===== src/sv/sspr_pkg.sv =====
`timescale 1ns / 1ps
`default_nettype none
// ----------------------------------------------------------------------------
// sspr_pkg : shared types and constants of the stepper speed ramp controller
// Field widths, register indexes, reset values, direction codes and the
// command bundle from the controller to the datapath.
// ----------------------------------------------------------------------------
package sspr_pkg;

	// field widths
	localparam int POS_W     = 32;
	localparam int ERR_W     = POS_W + 1;
	localparam int CFG_W     = 16;
	localparam int CFG_IDX_W = 2;
	localparam int SPEED_W   = 17;
	localparam int HALF_W    = 14;
	localparam int DIR_W     = 2;
	localparam int PROD_W    = ERR_W + CFG_W;       // signed error times unsigned gain
	localparam int WREF_W    = 32;
	localparam int SLEW_W    = WREF_W + 1;
	localparam int DEN_W     = CFG_W + 1;           // twice a 16-bit magnitude

	// register indexes
	localparam logic [CFG_IDX_W-1:0] REG_GAIN  = 2'd0;
	localparam logic [CFG_IDX_W-1:0] REG_MAX   = 2'd1;
	localparam logic [CFG_IDX_W-1:0] REG_ACCEL = 2'd2;
	localparam logic [CFG_IDX_W-1:0] REG_DECEL = 2'd3;

	// register reset values (gain 10.0 in Q8.8)
	localparam logic [CFG_W-1:0] GAIN_RST  = 16'd2560;
	localparam logic [CFG_W-1:0] MAX_RST   = 16'd800;
	localparam logic [CFG_W-1:0] ACCEL_RST = 16'd50;
	localparam logic [CFG_W-1:0] DECEL_RST = 16'd50;

	// step timer defaults
	localparam int TIMER_HZ_DEF     = 100000;
	localparam int TIMER_PERIOD_DEF = 10000;

	// direction codes
	localparam logic [DIR_W-1:0] DIR_STOP = 2'b00;
	localparam logic [DIR_W-1:0] DIR_FWD  = 2'b01;
	localparam logic [DIR_W-1:0] DIR_REV  = 2'b11;

	// controller to datapath commands
	typedef struct packed {
		logic load;      // capture the error of an accepted beat
		logic mul;       // register the gain product
		logic sat;       // truncate and saturate the product
		logic slew;      // slew limit against the kept speed
		logic clamp;     // magnitude clamp, commit speed, start divider
		logic div;       // one restoring divider step
		logic out_load;  // load the output register
	} cmd_t;

	// bits of the timer numerator (TIMER_HZ * TIMER_PERIOD)
	function automatic int num_width(input int hz, input int per);
		logic [63:0] n;
		n = 64'(hz) * 64'(per);
		return $clog2(n + 64'd1);
	endfunction

endpackage : sspr_pkg
`default_nettype wire


===== src/sv/sspr_ifs.sv =====
`timescale 1ns / 1ps
`default_nettype none
// ----------------------------------------------------------------------------
// sspr_in_if / sspr_out_if : valid/ready channels of the controller
// Input beat carries the two positions, output beat the speed result.
// ----------------------------------------------------------------------------
interface sspr_in_if;
	import sspr_pkg::*;

	logic                    valid;
	logic                    ready;
	logic signed [POS_W-1:0] target_position;
	logic signed [POS_W-1:0] actual_position;

	modport source (output valid, output target_position, output actual_position,
		input ready);
	modport sink (input valid, input target_position, input actual_position,
		output ready);
endinterface : sspr_in_if

interface sspr_out_if;
	import sspr_pkg::*;

	logic                      valid;
	logic                      ready;
	logic signed [SPEED_W-1:0] new_speed;
	logic        [HALF_W-1:0]  half_period_ticks;
	logic signed [DIR_W-1:0]   move_dir;
	logic                      stopped;
	logic                      speed_changed;

	modport source (output valid, output new_speed, output half_period_ticks,
		output move_dir, output stopped, output speed_changed, input ready);
	modport sink (input valid, input new_speed, input half_period_ticks,
		input move_dir, input stopped, input speed_changed, output ready);
endinterface : sspr_out_if
`default_nettype wire


===== src/sv/sspr_ctrl.sv =====
`timescale 1ns / 1ps
`default_nettype none
// ----------------------------------------------------------------------------
// sspr_ctrl : sequencing state machine of the speed ramp controller
// Steps one beat through multiply, saturate, slew, clamp and the serial
// divider, then hands the result to the output register.
// ----------------------------------------------------------------------------
module sspr_ctrl
	import sspr_pkg::*;
#(
	parameter int DIV_STEPS = num_width(TIMER_HZ_DEF, TIMER_PERIOD_DEF)
) (
	input  wire  clk,
	input  wire  arst_n,
	input  wire  in_valid,
	output logic in_ready,
	output logic out_valid,
	input  wire  out_ready,
	output cmd_t cmd
);

	localparam int CNT_W = (DIV_STEPS > 1) ? $clog2(DIV_STEPS) : 1;

	localparam logic [2:0] S_IDLE  = 3'd0;
	localparam logic [2:0] S_MUL   = 3'd1;
	localparam logic [2:0] S_SAT   = 3'd2;
	localparam logic [2:0] S_SLEW  = 3'd3;
	localparam logic [2:0] S_CLAMP = 3'd4;
	localparam logic [2:0] S_DIV   = 3'd5;
	localparam logic [2:0] S_FIN   = 3'd6;

	logic [2:0]       state_q;
	logic [2:0]       state_d;
	logic [CNT_W-1:0] cnt_q;
	logic             out_valid_q;
	logic             in_fire;
	logic             out_load;

	assign in_ready  = (state_q == S_IDLE);
	assign in_fire   = in_valid && in_ready;
	assign out_valid = out_valid_q;
	assign out_load  = (state_q == S_FIN) && (!out_valid_q || out_ready);

	// command decode
	always_comb begin
		cmd          = '0;
		cmd.load     = in_fire;
		cmd.mul      = (state_q == S_MUL);
		cmd.sat      = (state_q == S_SAT);
		cmd.slew     = (state_q == S_SLEW);
		cmd.clamp    = (state_q == S_CLAMP);
		cmd.div      = (state_q == S_DIV);
		cmd.out_load = out_load;
	end

	// next state
	always_comb begin
		state_d = state_q;
		unique case (state_q)
			S_IDLE:  if (in_fire) state_d = S_MUL;
			S_MUL:   state_d = S_SAT;
			S_SAT:   state_d = S_SLEW;
			S_SLEW:  state_d = S_CLAMP;
			S_CLAMP: state_d = S_DIV;
			S_DIV:   if (cnt_q == '0) state_d = S_FIN;
			S_FIN:   if (out_load) state_d = S_IDLE;
			default: state_d = S_IDLE;
		endcase
	end

	always_ff @(posedge clk or negedge arst_n) begin
		if (!arst_n) begin
			state_q <= S_IDLE;
		end else begin
			state_q <= state_d;
		end
	end

	// divider step count
	always_ff @(posedge clk or negedge arst_n) begin
		if (!arst_n) begin
			cnt_q <= '0;
		end else if (state_q == S_CLAMP) begin
			cnt_q <= CNT_W'(DIV_STEPS - 1);
		end else if (state_q == S_DIV && cnt_q != '0) begin
			cnt_q <= cnt_q - 1'b1;
		end
	end

	// output beat pending
	always_ff @(posedge clk or negedge arst_n) begin
		if (!arst_n) begin
			out_valid_q <= 1'b0;
		end else if (out_load) begin
			out_valid_q <= 1'b1;
		end else if (out_ready) begin
			out_valid_q <= 1'b0;
		end
	end

`ifndef SYNTHESIS
	a_fin_waits_on_stall: assert property (@(posedge clk) disable iff (!arst_n)
		(state_q == S_FIN && !out_load) |-> (out_valid_q && !out_ready))
		else $error("result held back without a stalled output");

	a_load_sets_valid: assert property (@(posedge clk) disable iff (!arst_n)
		out_load |=> out_valid_q)
		else $error("output register loaded but not flagged valid");

	a_accept_starts: assert property (@(posedge clk) disable iff (!arst_n)
		in_fire |=> (state_q == S_MUL))
		else $error("accepted beat did not start the multiply");

	a_div_ends: assert property (@(posedge clk) disable iff (!arst_n)
		(state_q == S_DIV && cnt_q == '0) |=> (state_q == S_FIN))
		else $error("divider overran its step count");
`endif

endmodule : sspr_ctrl
`default_nettype wire


===== src/sv/sspr_datapath.sv =====
`timescale 1ns / 1ps
`default_nettype none
// ----------------------------------------------------------------------------
// sspr_datapath : arithmetic of the speed ramp controller
// Configuration registers, error and gain product, saturation, slew limit,
// magnitude clamp, kept speed, serial half period divider, output register.
// ----------------------------------------------------------------------------
module sspr_datapath
	import sspr_pkg::*;
#(
	parameter int TIMER_HZ     = TIMER_HZ_DEF,
	parameter int TIMER_PERIOD = TIMER_PERIOD_DEF
) (
	input  wire                        clk,
	input  wire                        arst_n,
	input  wire  cmd_t                 cmd,
	input  wire                        cfg_we,
	input  wire  [CFG_IDX_W-1:0]       cfg_idx,
	input  wire  [CFG_W-1:0]           cfg_wdata,
	input  wire  signed [POS_W-1:0]    target_position,
	input  wire  signed [POS_W-1:0]    actual_position,
	output logic signed [SPEED_W-1:0]  new_speed,
	output logic [HALF_W-1:0]          half_period_ticks,
	output logic signed [DIR_W-1:0]    move_dir,
	output logic                       stopped,
	output logic                       speed_changed
);

	localparam logic [63:0] NUM   = 64'(TIMER_HZ) * 64'(TIMER_PERIOD);
	localparam int          NUM_W = num_width(TIMER_HZ, TIMER_PERIOD);
	localparam int          Q_W   = PROD_W - 8;     // product after dropping fraction

	// configuration registers
	logic [CFG_W-1:0] gain_q, max_q, accel_q, decel_q;

	always_ff @(posedge clk or negedge arst_n) begin
		if (!arst_n) begin
			gain_q  <= GAIN_RST;
			max_q   <= MAX_RST;
			accel_q <= ACCEL_RST;
			decel_q <= DECEL_RST;
		end else if (cfg_we) begin
			unique case (cfg_idx)
				REG_GAIN:  gain_q  <= cfg_wdata;
				REG_MAX:   max_q   <= cfg_wdata;
				REG_ACCEL: accel_q <= cfg_wdata;
				REG_DECEL: decel_q <= cfg_wdata;
				default:   gain_q  <= gain_q;
			endcase
		end
	end

	// error capture and gain product
	logic signed [ERR_W-1:0]  err_q;
	logic signed [PROD_W-1:0] prod_q;
	logic signed [PROD_W-1:0] prod_full;

	assign prod_full = err_q * $signed({1'b0, gain_q});

	always_ff @(posedge clk) begin
		if (cmd.load) begin
			err_q <= ERR_W'(target_position) - ERR_W'(actual_position);
		end
		if (cmd.mul) begin
			prod_q <= prod_full;
		end
	end

	// truncate toward zero, saturate to 32 bits
	logic signed [PROD_W-1:0] prod_adj;
	logic signed [Q_W-1:0]    prod_int;
	logic signed [WREF_W-1:0] wref_q;

	assign prod_adj = prod_q + (prod_q[PROD_W-1] ? PROD_W'(255) : PROD_W'(0));
	assign prod_int = Q_W'(prod_adj >>> 8);

	always_ff @(posedge clk) begin
		if (cmd.sat) begin
			if (prod_int > Q_W'(32'sh7FFF_FFFF)) begin
				wref_q <= 32'sh7FFF_FFFF;
			end else if (prod_int < -Q_W'(64'sh8000_0000)) begin
				wref_q <= 32'sh8000_0000;
			end else begin
				wref_q <= prod_int[WREF_W-1:0];
			end
		end
	end

	// slew limit against the kept speed
	logic signed [SPEED_W-1:0] speed_q;
	logic signed [SLEW_W:0]    rise, fall;
	logic signed [SLEW_W-1:0]  wslew_q;

	assign rise = (SLEW_W+1)'(wref_q) - (SLEW_W+1)'(speed_q);
	assign fall = (SLEW_W+1)'(speed_q) - (SLEW_W+1)'(wref_q);

	always_ff @(posedge clk) begin
		if (cmd.slew) begin
			if (rise > $signed({2'b00, accel_q})) begin
				wslew_q <= SLEW_W'(speed_q) + $signed(SLEW_W'(accel_q));
			end else if (fall > $signed({2'b00, decel_q})) begin
				wslew_q <= SLEW_W'(speed_q) - $signed(SLEW_W'(decel_q));
			end else begin
				wslew_q <= SLEW_W'(wref_q);
			end
		end
	end

	// magnitude clamp and kept speed
	logic signed [SLEW_W-1:0]  lim_pos;
	logic signed [SPEED_W-1:0] wnew;
	logic                      changed_q;

	assign lim_pos = $signed(SLEW_W'(max_q));

	always_comb begin
		if (wslew_q > lim_pos) begin
			wnew = SPEED_W'(lim_pos);
		end else if (wslew_q < -lim_pos) begin
			wnew = SPEED_W'(-lim_pos);
		end else begin
			wnew = SPEED_W'(wslew_q);
		end
	end

	always_ff @(posedge clk or negedge arst_n) begin
		if (!arst_n) begin
			speed_q <= '0;
		end else if (cmd.clamp) begin
			speed_q <= wnew;
		end
	end

	always_ff @(posedge clk) begin
		if (cmd.clamp) begin
			changed_q <= (wnew != speed_q);
		end
	end

	// restoring divider: NUM / (2 * |speed|), one quotient bit a cycle
	logic [CFG_W-1:0]   mag;
	logic [DEN_W-1:0]   den;
	logic [DEN_W-1:0]   rem_q;
	logic [NUM_W-1:0]   quo_q;
	logic [DEN_W:0]     trial;
	logic               fits;

	assign mag   = speed_q[SPEED_W-1] ? CFG_W'(-speed_q) : CFG_W'(speed_q);
	assign den   = {mag, 1'b0};
	assign trial = {rem_q, quo_q[NUM_W-1]};
	assign fits  = (trial >= {1'b0, den});

	always_ff @(posedge clk) begin
		if (cmd.clamp) begin
			rem_q <= '0;
			quo_q <= NUM[NUM_W-1:0];
		end else if (cmd.div) begin
			rem_q <= fits ? DEN_W'(trial - {1'b0, den}) : DEN_W'(trial);
			quo_q <= {quo_q[NUM_W-2:0], fits};
		end
	end

	// output register
	logic [NUM_W-1:0] capped;
	logic             is_zero;

	assign capped  = (quo_q > NUM_W'(TIMER_PERIOD)) ? NUM_W'(TIMER_PERIOD) : quo_q;
	assign is_zero = (speed_q == '0);

	always_ff @(posedge clk) begin
		if (cmd.out_load) begin
			new_speed         <= speed_q;
			stopped           <= is_zero;
			speed_changed     <= changed_q;
			half_period_ticks <= is_zero ? '0 : HALF_W'(capped);
			if (is_zero) begin
				move_dir <= DIR_STOP;
			end else if (speed_q[SPEED_W-1]) begin
				move_dir <= DIR_REV;
			end else begin
				move_dir <= DIR_FWD;
			end
		end
	end

endmodule : sspr_datapath
`default_nettype wire


===== src/sv/stepper_speed_ramp_controller_core.sv =====
`timescale 1ns / 1ps
`default_nettype none
// ----------------------------------------------------------------------------
// stepper_speed_ramp_controller_core : P position loop with speed ramp
// Error times Q8.8 gain, saturate, slew limit, clamp, half step period.
//
//   channel   dir  handshake      payload
//   in_ch     in   valid/ready    target_position, actual_position
//   out_ch    out  valid/ready    new_speed, half_period_ticks, move_dir,
//                                 stopped, speed_changed
//   cfg       in   cfg_we         cfg_idx, cfg_wdata (no read-back)
//
// One beat at a time: an accepted beat steps through multiply, saturate, slew,
// clamp and the one-bit-a-cycle half period divider, which forms NUM_W quotient
// bits, NUM_W being the bit width of TIMER_HZ * TIMER_PERIOD, before it is registered.
// The next beat is taken as soon as the result sits in the output register,
// even while out_ch is stalled; a stall only holds the final step.
// arst_n clears the sequencer, the kept speed and loads register defaults.
// ----------------------------------------------------------------------------
module stepper_speed_ramp_controller_core
	import sspr_pkg::*;
#(
	parameter int TIMER_HZ     = TIMER_HZ_DEF,
	parameter int TIMER_PERIOD = TIMER_PERIOD_DEF
) (
	input  wire                  clk,
	input  wire                  arst_n,
	sspr_in_if.sink              in_ch,
	sspr_out_if.source           out_ch,
	input  wire                  cfg_we,
	input  wire  [CFG_IDX_W-1:0] cfg_idx,
	input  wire  [CFG_W-1:0]     cfg_wdata
);

	localparam int DIV_STEPS = num_width(TIMER_HZ, TIMER_PERIOD);

	cmd_t cmd;

	// sequencer
	sspr_ctrl #(
		.DIV_STEPS (DIV_STEPS)
	) u_ctrl (
		.clk       (clk),
		.arst_n    (arst_n),
		.in_valid  (in_ch.valid),
		.in_ready  (in_ch.ready),
		.out_valid (out_ch.valid),
		.out_ready (out_ch.ready),
		.cmd       (cmd)
	);

	// arithmetic
	sspr_datapath #(
		.TIMER_HZ     (TIMER_HZ),
		.TIMER_PERIOD (TIMER_PERIOD)
	) u_dp (
		.clk               (clk),
		.arst_n            (arst_n),
		.cmd               (cmd),
		.cfg_we            (cfg_we),
		.cfg_idx           (cfg_idx),
		.cfg_wdata         (cfg_wdata),
		.target_position   (in_ch.target_position),
		.actual_position   (in_ch.actual_position),
		.new_speed         (out_ch.new_speed),
		.half_period_ticks (out_ch.half_period_ticks),
		.move_dir          (out_ch.move_dir),
		.stopped           (out_ch.stopped),
		.speed_changed     (out_ch.speed_changed)
	);

endmodule : stepper_speed_ramp_controller_core
`default_nettype wire


===== src/flat_wrapper.sv =====
// flat-port wrapper written by rule: the top's interface ports become plain ports
module stepper_speed_ramp_controller_core_flat import sspr_pkg::*;
#(
	parameter int TIMER_HZ     = TIMER_HZ_DEF,
	parameter int TIMER_PERIOD = TIMER_PERIOD_DEF
)
  (clk, arst_n, cfg_we, cfg_idx, cfg_wdata, in_ch_valid, in_ch_target_position, in_ch_actual_position, in_ch_ready, out_ch_valid, out_ch_new_speed, out_ch_half_period_ticks, out_ch_move_dir, out_ch_stopped, out_ch_speed_changed, out_ch_ready);
  sspr_in_if in_ch_i ();
  sspr_out_if out_ch_i ();
  input  wire clk;
  input  wire arst_n;
  input  wire cfg_we;
  input  wire  [CFG_IDX_W-1:0] cfg_idx;
  input  wire  [CFG_W-1:0] cfg_wdata;
  input wire logic [$bits(in_ch_i.valid)-1:0] in_ch_valid;
  input wire logic [$bits(in_ch_i.target_position)-1:0] in_ch_target_position;
  input wire logic [$bits(in_ch_i.actual_position)-1:0] in_ch_actual_position;
  output wire logic [$bits(in_ch_i.ready)-1:0] in_ch_ready;
  output wire logic [$bits(out_ch_i.valid)-1:0] out_ch_valid;
  output wire logic [$bits(out_ch_i.new_speed)-1:0] out_ch_new_speed;
  output wire logic [$bits(out_ch_i.half_period_ticks)-1:0] out_ch_half_period_ticks;
  output wire logic [$bits(out_ch_i.move_dir)-1:0] out_ch_move_dir;
  output wire logic [$bits(out_ch_i.stopped)-1:0] out_ch_stopped;
  output wire logic [$bits(out_ch_i.speed_changed)-1:0] out_ch_speed_changed;
  input wire logic [$bits(out_ch_i.ready)-1:0] out_ch_ready;
  assign in_ch_i.valid = in_ch_valid;
  assign in_ch_i.target_position = in_ch_target_position;
  assign in_ch_i.actual_position = in_ch_actual_position;
  assign in_ch_ready = in_ch_i.ready;
  assign out_ch_valid = out_ch_i.valid;
  assign out_ch_new_speed = out_ch_i.new_speed;
  assign out_ch_half_period_ticks = out_ch_i.half_period_ticks;
  assign out_ch_move_dir = out_ch_i.move_dir;
  assign out_ch_stopped = out_ch_i.stopped;
  assign out_ch_speed_changed = out_ch_i.speed_changed;
  assign out_ch_i.ready = out_ch_ready;
  stepper_speed_ramp_controller_core #(.TIMER_HZ(TIMER_HZ), .TIMER_PERIOD(TIMER_PERIOD)) u_core (.clk(clk), .arst_n(arst_n), .in_ch(in_ch_i), .out_ch(out_ch_i), .cfg_we(cfg_we), .cfg_idx(cfg_idx), .cfg_wdata(cfg_wdata));
endmodule

===== config.mk =====
export PLATFORM = sky130hd
export DESIGN_NAME = stepper_speed_ramp_controller_core_flat
export DESIGN_NICKNAME = d
export VERILOG_FILES = /design/src/sv/sspr_pkg.sv /design/src/sv/sspr_ifs.sv /design/src/sv/sspr_ctrl.sv /design/src/sv/sspr_datapath.sv /design/src/sv/stepper_speed_ramp_controller_core.sv /design/src/flat_wrapper.sv
export SDC_FILE = /design/constraint.sdc
export NUM_CORES = 2
export LEC_CHECK = 0
export BUFFER_PORTS_ARGS = -buffer_cell sky130_fd_sc_hd__buf_2
export CORE_MARGIN = 3
export CORE_UTILIZATION = 50
export DETAILED_ROUTE_END_ITERATION = 6
export PLACE_DENSITY = 0.76
export SLEW_MARGIN = 25
export SYNTH_ARGS = -nofsm -noshare
export SYNTH_HDL_FRONTEND = slang
export SYNTH_SLANG_ARGS = --single-unit

===== constraint.sdc =====
create_clock -name clk -period 8.3 [get_ports clk]
set_clock_uncertainty 0.2 [all_clocks]
set_input_delay 1.66 -clock clk [delete_from_list [all_inputs] [get_ports clk]]
set_output_delay 1.66 -clock clk [all_outputs]
set_load 0.01 [all_outputs]

-- Yosys cells after proc, flatten, opt, wreduce, memory -nomap -nowiden
Index checks and enable logic that the tools add are counted.
- add/sub/neg operators: 10
- multipliers: 1
- div/mod/pow operators: 0
- order comparisons: 8
- equality and inequality tests: 13
- shifts and indexed selects: 0
- mux-type cells: 18
- bitwise logic cells: 0
- reduce and logical (&&, ||, !) cells: 18
- operator list (kind ; number):
    33-bit by 17-bit > comparator with 1-bit output ; 3
    33-bit two-way mux ; 2
    17-bit two-way mux ; 3
    49-bit by 9-bit adder with 49-bit output ; 1
    33-bit by 17-bit multiplier with 49-bit output ; 1
    41-bit by 32-bit > comparator with 1-bit output, second input constant ; 1
    41-bit by 32-bit < comparator with 1-bit output, second input constant ; 1
    33-bit < comparator ; 1
    16-bit negator with 33-bit output ; 1
    17-bit by 32-bit subtractor with 33-bit output ; 1
    32-bit by 17-bit subtractor with 33-bit output ; 1
    32-bit by 32-bit subtractor with 33-bit output ; 1
    32-bit two-way mux ; 1
    30-bit by 14-bit > comparator with 1-bit output, second input constant ; 1
    3-bit case mux with 7 select lines ; 1
    17-bit by 17-bit adder with 18-bit output ; 1
    18-bit by 17-bit >= comparator with 1-bit output ; 1
    17-bit by 17-bit subtractor with 18-bit output ; 1
    17-bit logical NOT ; 1
    17-bit inequality test ; 1
    17-bit subtractor ; 1
    16-bit two-way mux ; 1
    16-bit negator ; 1
    14-bit two-way mux ; 1
    other kinds (24) ; 39
- register bits after elaboration: 320
- bits in latches: 0
- RAM bits: 0
- ROM bits: 0
- input port bits: 87
- output and inout port bits: 37
- logic and storage cells: 89
- memories: 0

-- Depth between registers and ports, before layout
- depth after elaboration: 5
- gate-level depth with buffers: 26
- mapped depth without buffers: 24

-- By module
Synthesis repeated with hierarchy kept, for this count alone.
- cells, all modules: 4635
- area, all modules: 42176.7 um^2
- modules (own cells, without submodules) (module ; instances ; cells each ; area an instance (um^2) ; seq. area each (um^2)):
    sspr_datapath ; 1 ; 4578 ; 41653.7 ; 8446.9
    sspr_ctrl ; 1 ; 57 ; 523.0 ; 225.2

-- Worst setup path after synthesis
OpenSTA, ideal clock, no wires.
- path type: reg-to-reg
- start: register u_core.u_dp.gain_q[9]
- end: register u_core.u_dp.prod_q[46], data pin
- setup time: 266 ps
- data arrival time: 6696 ps
- data required time: 7834 ps
- path slack: 1138 ps
- stages on the path, launching flop included: 25
- path buffers: 2
- clock period less this slack: 7162 ps
- path through: dfstp_2 -> clkbuf_1 -> clkbuf_1 -> nand2_1 -> fa_1 -> inv_1 -> fa_1 -> fa_1 -> fa_1 -> fa_1 -> inv_1 -> fa_1 -> inv_1 -> ha_1 -> a21o_1 -> a21o_1 -> a21oi_1 -> o21ai_0 -> a21o_1 -> a2111oi_0 -> a21oi_1 -> o2111ai_1 -> a21oi_1 -> o41ai_1 -> xnor2_1
- cells in the longest elaborated chain, start to end: 1
- RTL lines (element ; line ; text):
    start: declaration ; sspr_datapath.sv:34 ; logic [CFG_W-1:0] gain_q, max_q, accel_q, decel_q;
    start signal: assignment ; sspr_datapath.sv:44 ; REG_GAIN: gain_q <= cfg_wdata;
    start signal: assignment ; sspr_datapath.sv:48 ; default: gain_q <= gain_q;
    33-bit by 17-bit multiplier with 49-bit output ; sspr_datapath.sv:58 ; assign prod_full = err_q * $signed({1'b0, gain_q});
    via u_core.u_dp.prod_full[46] ; sspr_datapath.sv:56 ; logic signed [PROD_W-1:0] prod_full;
    end signal: assignment ; sspr_datapath.sv:65 ; prod_q <= prod_full;
    end: declaration ; sspr_datapath.sv:55 ; logic signed [PROD_W-1:0] prod_q;
The timed path passes the listed nets, and every way through them passes these cells.
A chain may end at the register's enable or synchronous reset.

-- Worst setup path in the final report
- start: register u_core.u_dp.gain_q[2]
- end: register u_core.u_dp.prod_q[47], data pin
Same word-level chain as after synthesis.

==> out/qor.yml <==
status: "completed"
wl_per_cell_um: 18.5
clk_pin_slew_ns: 0.06
path_class: "reg -> reg"
setup_ws_ns: 0.511
synthArstFlopShare_pct: 28.2
drv_slew: 0
start_kind: "flip-flop"
slew_headroom_pct: 29.7
hp-class: "reg -> reg"
synth_top_area_share_pct: 24.2
synth_cells: 4627
yosys_register_bits: 319
ant_nets: 0
rows: 105
layout.nets: 5595
synth_top_family_by_area: "adder cells"
hpwl_um: 86600
dr_total_vias: 32200
grt_max_degree: 62
synth_enable_flop_cells: 182
drc: 0
clkSinkCount: 319
fmax_mhz: 128
cts_buffers: 41
grtUsageTotal_pct: 24.9
seq_area_frac_synth_pct: 20.8
htree_levels: 2
cts_tree: "built"
die_h_um: 295
place_ws_ns: 0.513
clock-root-buffer: "clkbuf_16"
gp_congestion: 0.947
drive_gt1_share_pct: 7.90
grt_antenna_before_repair: 5
setup.worst_path.end_class: "flip-flop"
layout_common_cells: "789 x inv_1, 504 x fa_1, 494 x nand2_1"
min_period_ns: 7.79
synth_area_mm2: 0.0417
cts_setup_buffers: 0
tns_ns: 0
rsz0062_at_grt: "no"
avgSynthCellArea_um2: 9.01
ioPinCount: 124
die-width_um: 295
synth-main-ff-cell: "edfxtp_1"
io_buffers: 123
drtIter0Drc: 2262
fin_crit_sh_pct: 93.8
yosysWarningCount: 0
area_delta_synth_final_pct: 7.69
synth_compound_area_share_pct: 12.1
cp_max_fo: 22
clockBufferDepth: 3
clock_latency_ns: 0.58
setup_viol: 0
yosys.area_share.adder_pct: 34.8
yosys.area.top_type: "fa_1"
synthMuxAreaShare_pct: 2.59
viasPerCell: 5.60
final_common_cell: "inv_1"
hold_viol_final: 0
synth_xor_area_share_pct: 4.68
dr.pass1.iters: 6
worstPathRequired_ns: 8.42
worst_pin_slew_ns: 1.05
routed_wl_um: 107000
initial_core_util_pct: 50.6
core_area_mm2: 0.0824
worstPathArrival_ns: 7.91
grt_overflow: 0
yosys.area_share.simple_pct: 16.1
grt_pass1_wl_um: 173000
maxCapViolations: 0
ys_types: 86
synth_area_leaders: "fa_1 24%, edfxtp_1 13%, ha_1 11%"
die-area_mm2: 0.0869
syn_nets: 5570
grt_pass1_vias: 32900
cell usage after synthesis, types with 41 or more instances:
| cell type | count |
|---|---|
| a21o_1 | 90 |
| a21oi_1 | 197 |
| and2_1 | 277 |
| clkbuf_1 | 171 |
| dfrtp_1 | 79 |
| dfxtp_1 | 47 |
| edfxtp_1 | 182 |
| fa_1 | 504 |
| ha_1 | 352 |
| inv_1 | 789 |
| mux2_2 | 71 |
| nand2_1 | 494 |
| nand3_1 | 80 |
| nand4_1 | 56 |
| nor2_1 | 212 |
| nor3_1 | 65 |
| o21a_1 | 41 |
| o21ai_0 | 170 |
| xnor2_1 | 161 |
| xor2_1 | 62 |
area by class of cell:
type                    count  area, um^2
clock buffers              54        1200
multi-input cells        3320       29400
inverters                 791        2970
well taps                1070        1340
repair buffers            179        1090
flip-flops and latches    319        8670
diodes                      1        2.50
fillers                  7268       37500
clock inverters            22         265
per-stage QoR:
| step | util, % | hold slack (ns) | instances | area (um^2) |
|---|---|---|---|---|
| after floorplan | - | 0.200 | 4627 | 41700 |
| after detailed placement | 52.7 | 0.211 | 5677 | 43400 |
| after global placement | 52.6 | 0.205 | 5675 | 43300 |
| after global routing | 54.5 | 0.228 | 5755 | 44900 |
| after CTS | 54.4 | 0.224 | 5753 | 44800 |
| final | 54.5 | 0.226 | 5756 | 44900 |
flip-flops by register name (all words and copies together) (netlist names), 17 cells and up:
| signal | cells |
|---|---|
| u_core.u_dp.prod_q | 49 |
| u_core.u_dp.err_q | 33 |
| u_core.u_dp.wref_q | 32 |
| u_core.u_dp.wslew_q | 32 |
| u_core.u_dp.quo_q | 30 |
| u_core.u_dp.new_speed | 17 |
| u_core.u_dp.rem_q | 17 |
| u_core.u_dp.speed_q | 17 |
path summary, 6_finish.rpt:
| path | depth (start not counted) | slack (ns) | startpoint | end |
|---|---|---|---|---|
| min in group asynchronous | 1 | 0.84 | arst_n | u_core.u_dp.speed_q[9] |
| max in group asynchronous | 2 | 5.75 | arst_n | u_core.u_dp.gain_q[3] |
| min reg2reg | 0 | 0.23 | u_core.u_dp.changed_q | u_core.u_dp.speed_changed |
| max reg2reg | 21 | 0.51 | u_core.u_dp.gain_q[2] | u_core.u_dp.prod_q[47] |
| min | 0 | 0.23 | u_core.u_dp.changed_q | u_core.u_dp.speed_changed |
| max | 21 | 0.51 | u_core.u_dp.gain_q[2] | u_core.u_dp.prod_q[47] |
repair_timing:
action                     CTS  global route
hold buffers                 0             0
setup endpoints to repair    0             1
gates resized for setup      0             2
hold endpoints to repair     0             0
kinds of logic (layout without fill, tap and decap cells):
family | Yosys count | in the layout
mux | 99 | 99
buf+inv | 988 | 1046
simple gates | 1370 | 1370
fa+ha+maj | 856 | 856
xor+xnor | 223 | 223
other cells | 0 | 1
compound gates | 772 | 772
flops | 319 | 319
routing by layer:
metal  share of wire [%]  wire length [um]  vias to the layer above  GRT usage, %
met5                   0                 0                        -             0
met4                 3.0              3180                        0          7.39
met3                 7.9              8360                      170          3.84
met2                  47             50000                     1158          42.1
met1                  42             45000                    15700          33.2
li1                    -                 -                    15200             -
critical path, stage by stage, from the launching register on:
cell	delay, ns
dfrtp_1	0.82
buf_4	0.33
nand2_1	0.09
fa_1	0.54
fa_1	0.44
fa_1	0.52
inv_1	0.05
fa_1	0.48
fa_1	0.54
inv_1	0.05
fa_1	0.52
inv_1	0.04
ha_1	0.33
and3_1	0.22
nand2_1	0.09
or2_2	0.32
o311ai_0	0.71
o311ai_0	0.36
and2_1	0.28
o31ai_1	0.31
o22ai_1	0.15
xnor2_1	0.14
Power is left out: the tool's default activity adds up to more than one toggle a clock period on the data nets, which glitch-free logic cannot reach.
